`src/sv/ysc_pkg.sv`:
```
package ysc_pkg;

   typedef enum logic [2:0] {
      TAG_STR       = 3'd0,
      TAG_INT       = 3'd1,
      TAG_FLOAT     = 3'd2,
      TAG_BOOL      = 3'd3,
      TAG_NULL      = 3'd4,
      TAG_TIMESTAMP = 3'd5,
      TAG_MERGE     = 3'd6,
      TAG_VALUE     = 3'd7
   } tag_class_type;

   typedef struct packed {
      logic          valid;
      tag_class_type tag_class;
   } result_type;

   localparam int KW_COUNT = 14;

   localparam logic [3:0] TS_YEAR  = 4'd0;
   localparam logic [3:0] TS_MON   = 4'd1;
   localparam logic [3:0] TS_DAY   = 4'd2;
   localparam logic [3:0] TS_TIME  = 4'd3;
   localparam logic [3:0] TS_FRAC0 = 4'd4;
   localparam logic [3:0] TS_FRAC  = 4'd5;
   localparam logic [3:0] TS_SPACE = 4'd6;
   localparam logic [3:0] TS_ZONE  = 4'd7;
   localparam logic [3:0] TS_OFF   = 4'd8;
   localparam logic [3:0] TS_FAIL  = 4'd9;

   typedef struct packed {
      logic [1:0] fi;
      logic [2:0] n;
      logic [3:0] ph;
   } ts_type;

   typedef struct packed {
      logic       fail;
      logic [1:0] d;
      logic       g2;
      logic [1:0] ph;
   } sx_type;

   typedef struct packed {
      logic octd;
      logic oct;
      logic hexd;
      logic hex;
      logic bin;
      logic isx;
      logic isb;
      logic sign;
   } rx_type;

   typedef struct packed {
      logic fail;
      logic esg;
      logic ed;
      logic e;
      logic dot;
      logic dig;
   } dec_type;

   localparam ts_type  TS_RESET  = '{fi: 2'd0, n: 3'd0, ph: TS_YEAR};
   localparam ts_type  TS_FAILED = '{fi: 2'd0, n: 3'd0, ph: TS_FAIL};
   localparam sx_type  SX_RESET  = '{fail: 1'b0, d: 2'd0, g2: 1'b0, ph: 2'd0};
   localparam sx_type  SX_FAILED = '{fail: 1'b1, d: 2'd0, g2: 1'b0, ph: 2'd0};
   localparam rx_type  RX_RESET  = '{octd: 1'b0, oct: 1'b1, hexd: 1'b0, hex: 1'b1,
                                     bin: 1'b1, isx: 1'b0, isb: 1'b0, sign: 1'b0};
   localparam dec_type DEC_RESET = '0;
   localparam dec_type DEC_FAILED = '{fail: 1'b1, default: 1'b0};

   function automatic logic is_dig(input logic [7:0] c);
      return (c >= "0") && (c <= "9");
   endfunction

   function automatic logic is_hex(input logic [7:0] c);
      return is_dig(c) || ((c >= "a") && (c <= "f")) || ((c >= "A") && (c <= "F"));
   endfunction

   function automatic logic [7:0] kw_char(input logic [3:0] b, input logic [2:0] i);
      logic [39:0] w;
      case (b)
         4'd0:    w = {"~", 32'h0};
         4'd1:    w = {"null", 8'h0};
         4'd2:    w = {"yes", 16'h0};
         4'd3:    w = {"true", 8'h0};
         4'd4:    w = {"on", 24'h0};
         4'd5:    w = {"y", 32'h0};
         4'd6:    w = {"no", 24'h0};
         4'd7:    w = "false";
         4'd8:    w = {"off", 16'h0};
         4'd9:    w = {"n", 32'h0};
         4'd10:   w = {"=", 32'h0};
         4'd11:   w = {"<<", 24'h0};
         4'd12:   w = {".inf", 8'h0};
         4'd13:   w = {".nan", 8'h0};
         default: w = '0;
      endcase
      return w[6'd39 - 6'(i) * 6'd8 -: 8];
   endfunction

   function automatic logic [2:0] kw_len(input logic [3:0] b);
      case (b)
         4'd0, 4'd5, 4'd9, 4'd10: return 3'd1;
         4'd4, 4'd6, 4'd11:       return 3'd2;
         4'd2, 4'd8:              return 3'd3;
         4'd7:                    return 3'd5;
         default:                 return 3'd4;
      endcase
   endfunction

   function automatic ts_type ts_zone(input logic [7:0] c);
      ts_type r;
      r = TS_FAILED;
      if (c == " ") r.ph = TS_SPACE;
      else if (c == "Z") r.ph = TS_ZONE;
      else if ((c == "+") || (c == "-")) r.ph = TS_OFF;
      return r;
   endfunction

   function automatic ts_type ts_mk(input logic [3:0] ph, input logic [2:0] n,
                                    input logic [1:0] fi);
      ts_type r;
      r.ph = ph;
      r.n  = n;
      r.fi = fi;
      return r;
   endfunction

   function automatic ts_type ts_step(input ts_type s, input logic [7:0] c);
      logic dg;
      dg = is_dig(c);
      case (s.ph)
         TS_YEAR: begin
            if (dg && (s.n < 3'd4)) return ts_mk(TS_YEAR, s.n + 3'd1, 2'd0);
            if ((c == "-") && (s.n == 3'd4)) return ts_mk(TS_MON, 3'd0, 2'd0);
         end
         TS_MON: begin
            if (dg && (s.n < 3'd2)) return ts_mk(TS_MON, s.n + 3'd1, 2'd0);
            if ((c == "-") && (s.n >= 3'd1)) return ts_mk(TS_DAY, 3'd0, 2'd0);
         end
         TS_DAY: begin
            if (dg && (s.n < 3'd2)) return ts_mk(TS_DAY, s.n + 3'd1, 2'd0);
            if (((c == "T") || (c == "t") || (c == " ")) && (s.n >= 3'd1))
               return ts_mk(TS_TIME, 3'd0, 2'd0);
         end
         TS_TIME: begin
            if (dg) begin
               if (s.n < 3'd2) return ts_mk(TS_TIME, s.n + 3'd1, s.fi);
            end else if (c == ":") begin
               if ((s.n >= 3'd1) && (s.fi < 2'd2)) return ts_mk(TS_TIME, 3'd0, s.fi + 2'd1);
            end else if ((s.fi == 2'd2) && (s.n == 3'd2)) begin
               if (c == ".") return ts_mk(TS_FRAC0, 3'd0, 2'd0);
               return ts_zone(c);
            end
         end
         TS_FRAC0: begin
            if (dg) return ts_mk(TS_FRAC, 3'd0, 2'd0);
         end
         TS_FRAC: begin
            if (dg) return s;
            return ts_zone(c);
         end
         TS_SPACE: return ts_zone(c);
         TS_OFF: begin
            if (dg && (s.n < 3'd4)) return ts_mk(TS_OFF, s.n + 3'd1, 2'd0);
            if ((c == ":") && (s.n == 3'd2)) return s;
         end
         default: ;
      endcase
      return TS_FAILED;
   endfunction

   function automatic logic ts_accept(input ts_type s);
      case (s.ph)
         TS_DAY:                     return s.n >= 3'd1;
         TS_TIME:                    return (s.fi == 2'd2) && (s.n == 3'd2);
         TS_FRAC, TS_SPACE, TS_ZONE: return 1'b1;
         TS_OFF:                     return s.n >= 3'd1;
         default:                    return 1'b0;
      endcase
   endfunction

   function automatic sx_type sx_step(input sx_type s, input logic [7:0] c,
                                      input logic [7:0] prev);
      sx_type r;
      logic   dg;
      dg = is_dig(c);
      r  = SX_RESET;
      if (s.fail) return s;
      case (s.ph)
         2'd0: begin
            if (dg) begin
               r.ph = 2'd1;
               return r;
            end
         end
         2'd1: begin
            if (dg || (c == "_")) return s;
            if (c == ":") begin
               r.ph = 2'd2;
               return r;
            end
         end
         2'd2: begin
            if (dg) begin
               r.ph = 2'd2;
               r.g2 = s.g2;
               if (s.d == 2'd0) begin
                  r.d = 2'd1;
                  return r;
               end
               if ((s.d == 2'd1) && (prev <= "5")) begin
                  r.d = 2'd2;
                  return r;
               end
            end else if ((c == ":") && (s.d >= 2'd1) && !s.g2) begin
               r.ph = 2'd2;
               r.g2 = 1'b1;
               return r;
            end else if ((c == ".") && (s.d >= 2'd1)) begin
               r.ph = 2'd3;
               return r;
            end
         end
         default: begin
            if (dg || (c == "_")) return s;
         end
      endcase
      return SX_FAILED;
   endfunction

   function automatic dec_type dec_step(input dec_type s_in, input logic [7:0] c);
      dec_type s;
      s = s_in;
      if (s.fail) return s;
      if (s.esg) begin
         s.esg = 1'b0;
         if ((c == "+") || (c == "-")) return s;
      end
      if (is_dig(c)) begin
         if (s.e) s.ed = 1'b1;
         else s.dig = 1'b1;
         return s;
      end
      if (((c == "_") || (c == ",")) && !s.e) return s;
      if ((c == ".") && !s.e) begin
         if (s.dot) return DEC_FAILED;
         s.dot = 1'b1;
         return s;
      end
      if (((c == "e") || (c == "E")) && s.dig && !s.e) begin
         s.e   = 1'b1;
         s.esg = 1'b1;
         return s;
      end
      return DEC_FAILED;
   endfunction

   function automatic rx_type rx_step(input rx_type s_in, input logic [3:0] j,
                                      input logic [7:0] c);
      rx_type s;
      s = s_in;
      if (j == 4'd0) begin
         if (c != "0") begin
            s.bin = 1'b0;
            s.hex = 1'b0;
            s.oct = 1'b0;
         end
         return s;
      end
      if ((j == 4'd1) && s.oct) begin
         if ((c == "b") || (c == "B")) s.isb = 1'b1;
         if ((c == "x") || (c == "X")) s.isx = 1'b1;
      end
      if ((c >= "0") && (c <= "7")) s.octd = 1'b1;
      else if (c != "_") s.oct = 1'b0;
      if (j >= 4'd2) begin
         if (!(is_dig(c) || (c == "_")) || ((j == 4'd2) && (c == "_"))) s.bin = 1'b0;
         if (is_hex(c)) s.hexd = 1'b1;
         else if (c != "_") s.hex = 1'b0;
      end
      return s;
   endfunction

endpackage

```
`src/sv/yaml11_scalar_type_classifier_core.sv`:
```
// Classifies a YAML 1.1 plain scalar, sent one byte per transfer with last on the final
// byte, into a tag class code (or null at once for an empty_req transfer). A byte is taken
// every cycle unless stalled; the class appears in the result register the cycle after
// the last byte. The request side stalls only while a result waits under rsp_stall.
module yaml11_scalar_type_classifier_core (
   input  logic       clock,
   input  logic       reset,
   input  logic       req_valid,
   output logic       req_stall,
   input  logic [7:0] req_ch,
   input  logic       req_last,
   input  logic       req_empty_req,
   output logic       rsp_valid,
   input  logic       rsp_stall,
   output logic [2:0] rsp_tag_class
);

   logic                   accept;
   ysc_pkg::result_type    result;
   logic                   rsp_valid_ff, rsp_valid_in;
   logic [2:0]             tag_ff, tag_in;

   assign req_stall = rsp_valid_ff && rsp_stall;
   assign accept    = req_valid && !req_stall;

   ysc_recog u_recog (
      .clock     (clock),
      .reset     (reset),
      .accept    (accept),
      .ch        (req_ch),
      .last      (req_last),
      .empty_req (req_empty_req),
      .result    (result)
   );

   always_comb begin
      rsp_valid_in = rsp_valid_ff && rsp_stall;
      tag_in       = tag_ff;
      if (result.valid) begin
         rsp_valid_in = 1'b1;
         tag_in       = result.tag_class;
      end
   end

   always_ff @(posedge clock) begin
      if (reset) begin
         rsp_valid_ff <= 1'b0;
      end else begin
         rsp_valid_ff <= rsp_valid_in;
      end
      tag_ff <= tag_in;
   end

   assign rsp_valid     = rsp_valid_ff;
   assign rsp_tag_class = tag_ff;

endmodule

```
`src/sv/ysc_recog.sv`:
```
module ysc_recog (
   input  logic               clock,
   input  logic               reset,
   input  logic               accept,
   input  logic [7:0]         ch,
   input  logic               last,
   input  logic               empty_req,
   output ysc_pkg::result_type result
);

   localparam int KW_COUNT_W = ysc_pkg::KW_COUNT;

   logic [3:0]                        pos_ff, pos_in;
   logic [ysc_pkg::KW_COUNT-1:0]      kw_ff, kw_in, kw_nx;
   ysc_pkg::ts_type                   ts_ff, ts_in, ts_nx;
   ysc_pkg::sx_type                   sx_ff, sx_in, sx_nx;
   ysc_pkg::rx_type                   rx_ff, rx_in, rx_nx, rx_sg;
   ysc_pkg::dec_type                  dec_ff, dec_in, dec_nx;
   logic [7:0]                        prev_ff, prev_in;
   logic [7:0]                        lc;
   logic                              sign_char;
   logic [3:0]                        rel;
   logic [KW_COUNT_W-1:0]             hit;
   ysc_pkg::tag_class_type            cls;

   always_comb begin
      lc = ((ch >= "A") && (ch <= "Z")) ? ch + 8'd32 : ch;
      sign_char = (pos_ff == 4'd0) && ((ch == "+") || (ch == "-"));
      rx_sg = rx_ff;
      if (sign_char) rx_sg.sign = 1'b1;
      rel = pos_ff - {3'd0, rx_sg.sign};
      kw_nx = kw_ff;
      for (int b = 0; b < KW_COUNT_W; b++) begin
         logic [3:0] idx;
         idx = (b >= 12) ? rel : pos_ff;
         if (!((b >= 12) && sign_char)) begin
            if ((idx >= {1'b0, ysc_pkg::kw_len(4'(b))}) ||
                (ysc_pkg::kw_char(4'(b), idx[2:0]) != lc))
               kw_nx[b] = 1'b0;
         end
      end
      ts_nx  = ts_ff;
      sx_nx  = sx_ff;
      dec_nx = dec_ff;
      rx_nx  = rx_sg;
      if (!sign_char) begin
         ts_nx  = ysc_pkg::ts_step(ts_ff, ch);
         sx_nx  = ysc_pkg::sx_step(sx_ff, ch, prev_ff);
         dec_nx = ysc_pkg::dec_step(dec_ff, ch);
         rx_nx  = ysc_pkg::rx_step(rx_sg, rel, ch);
      end
      for (int b = 0; b < KW_COUNT_W; b++) begin
         logic [3:0] idx;
         idx = (b >= 12) ? rel : pos_ff;
         hit[b] = kw_nx[b] && (({1'b0, idx} + 5'd1) == {2'b0, ysc_pkg::kw_len(4'(b))});
      end
   end

   always_comb begin
      if (hit[0] || hit[1]) cls = ysc_pkg::TAG_NULL;
      else if (|hit[9:2]) cls = ysc_pkg::TAG_BOOL;
      else if (hit[10]) cls = ysc_pkg::TAG_VALUE;
      else if (hit[11]) cls = ysc_pkg::TAG_MERGE;
      else if (rx_nx.sign && (pos_ff == 4'd0)) cls = ysc_pkg::TAG_STR;
      else if (ysc_pkg::ts_accept(ts_nx)) cls = ysc_pkg::TAG_TIMESTAMP;
      else if (hit[12] || hit[13]) cls = ysc_pkg::TAG_FLOAT;
      else if (!sx_nx.fail && (sx_nx.ph == 2'd2) && (sx_nx.d >= 2'd1))
         cls = ysc_pkg::TAG_INT;
      else if (!sx_nx.fail && (sx_nx.ph == 2'd3)) cls = ysc_pkg::TAG_FLOAT;
      else if (rx_nx.isb && (rel >= 4'd2))
         cls = rx_nx.bin ? ysc_pkg::TAG_INT : ysc_pkg::TAG_STR;
      else if (rx_nx.isx && (rel >= 4'd2))
         cls = (rx_nx.hex && rx_nx.hexd) ? ysc_pkg::TAG_INT : ysc_pkg::TAG_STR;
      else if ((rel >= 4'd1) && rx_nx.oct && rx_nx.octd) cls = ysc_pkg::TAG_INT;
      else if (dec_nx.fail) cls = ysc_pkg::TAG_STR;
      else if (dec_nx.dig && (dec_nx.dot || dec_nx.e) && (!dec_nx.e || dec_nx.ed))
         cls = ysc_pkg::TAG_FLOAT;
      else if (dec_nx.dig && !(dec_nx.dot || dec_nx.e)) cls = ysc_pkg::TAG_INT;
      else cls = ysc_pkg::TAG_STR;
   end

   always_comb begin
      pos_in  = pos_ff;
      kw_in   = kw_ff;
      ts_in   = ts_ff;
      sx_in   = sx_ff;
      rx_in   = rx_ff;
      dec_in  = dec_ff;
      prev_in = prev_ff;
      result.valid     = accept && (empty_req || last);
      result.tag_class = empty_req ? ysc_pkg::TAG_NULL : cls;
      if (accept) begin
         if (empty_req || last) begin
            pos_in  = '0;
            kw_in   = '1;
            ts_in   = ysc_pkg::TS_RESET;
            sx_in   = ysc_pkg::SX_RESET;
            rx_in   = ysc_pkg::RX_RESET;
            dec_in  = ysc_pkg::DEC_RESET;
            prev_in = '0;
         end else begin
            pos_in  = (pos_ff == 4'd15) ? pos_ff : pos_ff + 4'd1;
            kw_in   = kw_nx;
            ts_in   = ts_nx;
            sx_in   = sx_nx;
            rx_in   = rx_nx;
            dec_in  = dec_nx;
            prev_in = ch;
         end
      end
   end

   always_ff @(posedge clock) begin
      if (reset) begin
         pos_ff  <= '0;
         kw_ff   <= '1;
         ts_ff   <= ysc_pkg::TS_RESET;
         sx_ff   <= ysc_pkg::SX_RESET;
         rx_ff   <= ysc_pkg::RX_RESET;
         dec_ff  <= ysc_pkg::DEC_RESET;
         prev_ff <= '0;
      end else begin
         pos_ff  <= pos_in;
         kw_ff   <= kw_in;
         ts_ff   <= ts_in;
         sx_ff   <= sx_in;
         rx_ff   <= rx_in;
         dec_ff  <= dec_in;
         prev_ff <= prev_in;
      end
   end

endmodule

```
`config.mk`:
```
export PLATFORM = sky130hd
export DESIGN_NAME = yaml11_scalar_type_classifier_core
export DESIGN_NICKNAME = d
export VERILOG_FILES = /design/src/sv/ysc_pkg.sv /design/src/sv/yaml11_scalar_type_classifier_core.sv /design/src/sv/ysc_recog.sv
export SDC_FILE = /design/constraint.sdc
export NUM_CORES = 1
export LEC_CHECK = 0
export ABC_AREA = 1
export BUFFER_PORTS_ARGS = -buffer_cell sky130_fd_sc_hd__buf_2
export CAP_MARGIN = 20
export CORE_ASPECT_RATIO = 1.75
export CORE_MARGIN = 3
export CORE_UTILIZATION = 55
export DETAILED_ROUTE_END_ITERATION = 10
export GPL_TIMING_DRIVEN = 0
export PLACE_DENSITY = 0.72
export SLEW_MARGIN = 20
export SYNTH_ARGS = -nofsm -noshare
export SYNTH_HDL_FRONTEND = slang
export SYNTH_SLANG_ARGS = --single-unit
```
`constraint.sdc`:
```
create_clock -name clock -period 10.8 [get_ports clock]
set_input_delay 1.62 -clock clock [delete_from_list [all_inputs] [get_ports clock]]
set_output_delay 1.62 -clock clock [all_outputs]
set_load 0.03 [all_outputs]
```
==> flow_summary.yaml <==
die:
  start_util: 0.564
  row_count: 49
  die-area_sq_um: 11900
  core_sq_um: 10300
  die_h_um: 142
  io_pins: 19
  die_x_um: 83.7
clock_tree:
  htreeDepth: 3
  cts_setup_buffers: 0
  clock-sinks: 58
  numCtsBuffers: 9
  tritoncts: "built"
  clockRootBuffer: "clkbuf_16"
  clk_path_buf_depth: 2
  clock_latency_ps: 330
  post_cts_resized: 0
  path_clk_slew_ps: 60
  holdBufCountCts: 0
route:
  via_per_inst: 5.86
  wl_per_cell_um: 17.6
  antenna_left: 0
  drc: 0
  wirelength_mm: 20.4
  drt_iter0_markers: 451
  vias: 6774
  drt-pass1-iter-count: 6
sta:
  fin_crit_sh: 0.567
  maxSlewHeadroom: 0.462
  min_period_ps: 6120
  rsz0062_at_grt: "false"
  hold_viol_final: 0
  finalSetupTns_ps: 0
  fmax_mhz: 163
  setup_viol: 0
  tightest_slew_ps: 807
  slew_violations: 0
  fin_worst_skew_ps: 7.36
pwr:
  p_leak_uw: 0.00304
  ir_drop_mv: 0.0874
  power.density_nw_per_um2: 102
  p_total_uw: 649
logic_synthesis:
  synth-seq-cells: 58
  async_reset_ff_frac: 0
  synth.distinct_cells: 51
  postSynthAreaPerCell_sq_um: 5.83
  syn_nets: 1036
  synth-edff-count: 3
  synth_seq_area_share: 0.205
  synth_cells: 997
  syn_area_sq_um: 5810
  synth_top_flop_cell: "dfxtp_1"
  yosys_warnings: 0
setup_path:
  crit_fanout: 10
  start_kind: "input port"
  rr_worst_depth: 27
  critPathArrivalTime_ps: 6200
  timing.reg2reg.setup_slack_ps: 5890
  worstSetupEndpoint: "rsp_tag_class[0]"
  startpoint: "req_ch[3]"
  critPathMaxStageDelay_ps: 320
  cp_data_required_time_ps: 10880
  end_kind: "flop"
  r2r_start: "u_recog.pos_ff[1]"
  cpMostUsedCell: "nand2_1"
  rr_endpoint: "rsp_tag_class[0]"
  critPathSlowestCell: "ha_1"
  crit_type: "input port to flop"
cells_and_area:
  num-nets-final: 1063
  mostFrequentLayoutCells: "nand2_1, nor2_1, inv_1"
  fill_cells: 1098
  final_cell_count_no_fill: 1156
  final_common_cell: "nand2_1"
  area_delta_synth_final_pct: 9.07
  diodes: 0
  drive_gt1_frac: 0.105
global_routing:
  grt_max_degree: 12
  grt_pass1_vias: 6576
  antenna_found_initial: 0
  grtUsageTotal: 0.341
  grt_remaining_overflow: 0
  grt_pass1_wl_mm: 32.0
worst_hold_path:
  hold_class: "flop to flop"
place:
  place_congestion: 0.947
  port_buffers: 16
  dp_cells: 1140
  hpwl_mm: 15.9
flow_run:
  maxCapViolations: 0
run_status:
  status: "complete, no violations"
-- registers in the layout, summed over array words and instances (netlist names), 3 cells and up --
register / count
u_recog.rx_ff: 8
u_recog.ts_ff: 9
rsp_tag_class: 3
u_recog.dec_ff: 6
u_recog.pos_ff: 4
u_recog.kw_ff: 14
u_recog.sx_ff: 6
u_recog.prev_ff: 7
-- critical path, delay by kind of cell --
kind,cells,cell delay [ps]
adder cells (fa/ha/maj),3,780
AND/OR/NAND/NOR,17,2580
buffers and inverters,7,1050
AO/OA/AOI/OAI,2,170
-- stage by stage --
step | hold WS (ps) | util | cell area (sq um) | setup WS, ps
finish | 453 | 0.615 | 6340 | 4680
CTS | 451 | 0.615 | 6340 | 4840
global route | 472 | 0.615 | 6340 | 4380
detailed placement | 443 | 0.587 | 6050 | 4520
global placement | 437 | 0.587 | 6050 | 4470
floorplan | 427 | - | 5810 | 5970
-- power by group --
group,total (uW),switching [uW],internal [uW]
clock,282,105,177
sequential,228,4.66,224
combinational,138,98.8,39.5
total,649,209,440
-- synthesized netlist by cell type, types with 12 or more instances --
| cell type | instances | area (sq um) |
|---|---|---|
| nand4_1 | 24 | 150 |
| nand2_1 | 278 | 1040 |
| nor3_1 | 16 | 80.1 |
| nand2_2 | 12 | 75.1 |
| clkbuf_1 | 15 | 56.3 |
| dfxtp_1 | 55 | 1100 |
| inv_2 | 14 | 52.6 |
| o21ai_1 | 12 | 60.1 |
| inv_1 | 108 | 405 |
| nand3_1 | 104 | 521 |
| nor2_1 | 120 | 450 |
| a21oi_1 | 50 | 250 |
| xor2_1 | 19 | 166 |
| ha_1 | 25 | 313 |
| o21ai_0 | 37 | 185 |
-- final cells by class --
type / instances / area (sq um) / area share
clock inverter: 6 / 58.8 / 0.00928
buffer: 29 / 154 / 0.0243
sequential: 58 / 1190 / 0.188
timing repair buffer: 16 / 80.1 / 0.0126
multi-input combinational: 785 / 3990 / 0.630
inverter: 125 / 472 / 0.0744
clock buffer: 10 / 229 / 0.0361
tap: 127 / 159 / 0.0251
-- logic make-up after synthesis --
logic type                 share of synthesized area
and+or+nand+nor                                0.459
buffers and inverters                          0.108
AOI/OAI and AO/OA                              0.142
DFF                                            0.205
adders and majority gates                     0.0538
xor gates and xnor gates                      0.0332
-- routing by layer --
metal  wire length, um  GRT usage
met1              6840      0.321
met2             10800      0.650
met3              1180     0.0440
met4              1550      0.265
met5                 0          0
-- worst min path at each step --
| stage | from | end | slack [ps] | cells past startpoint |
|---|---|---|---|---|
| 3_5_place_dp | u_recog.rx_ff[5] | u_recog.rx_ff[5] | 440 | 2 |
| 2_1_floorplan | u_recog.rx_ff[2] | u_recog.rx_ff[2] | 430 | 2 |
| 6_report | u_recog.rx_ff[5] | u_recog.rx_ff[5] | 450 | 2 |
| 3_3_place_gp | u_recog.rx_ff[2] | u_recog.rx_ff[2] | 440 | 2 |
| 5_1_grt | u_recog.rx_ff[2] | u_recog.rx_ff[2] | 470 | 2 |
| 4_1_cts | u_recog.rx_ff[5] | u_recog.rx_ff[5] | 450 | 2 |
(Power assumes the default switching activity.)
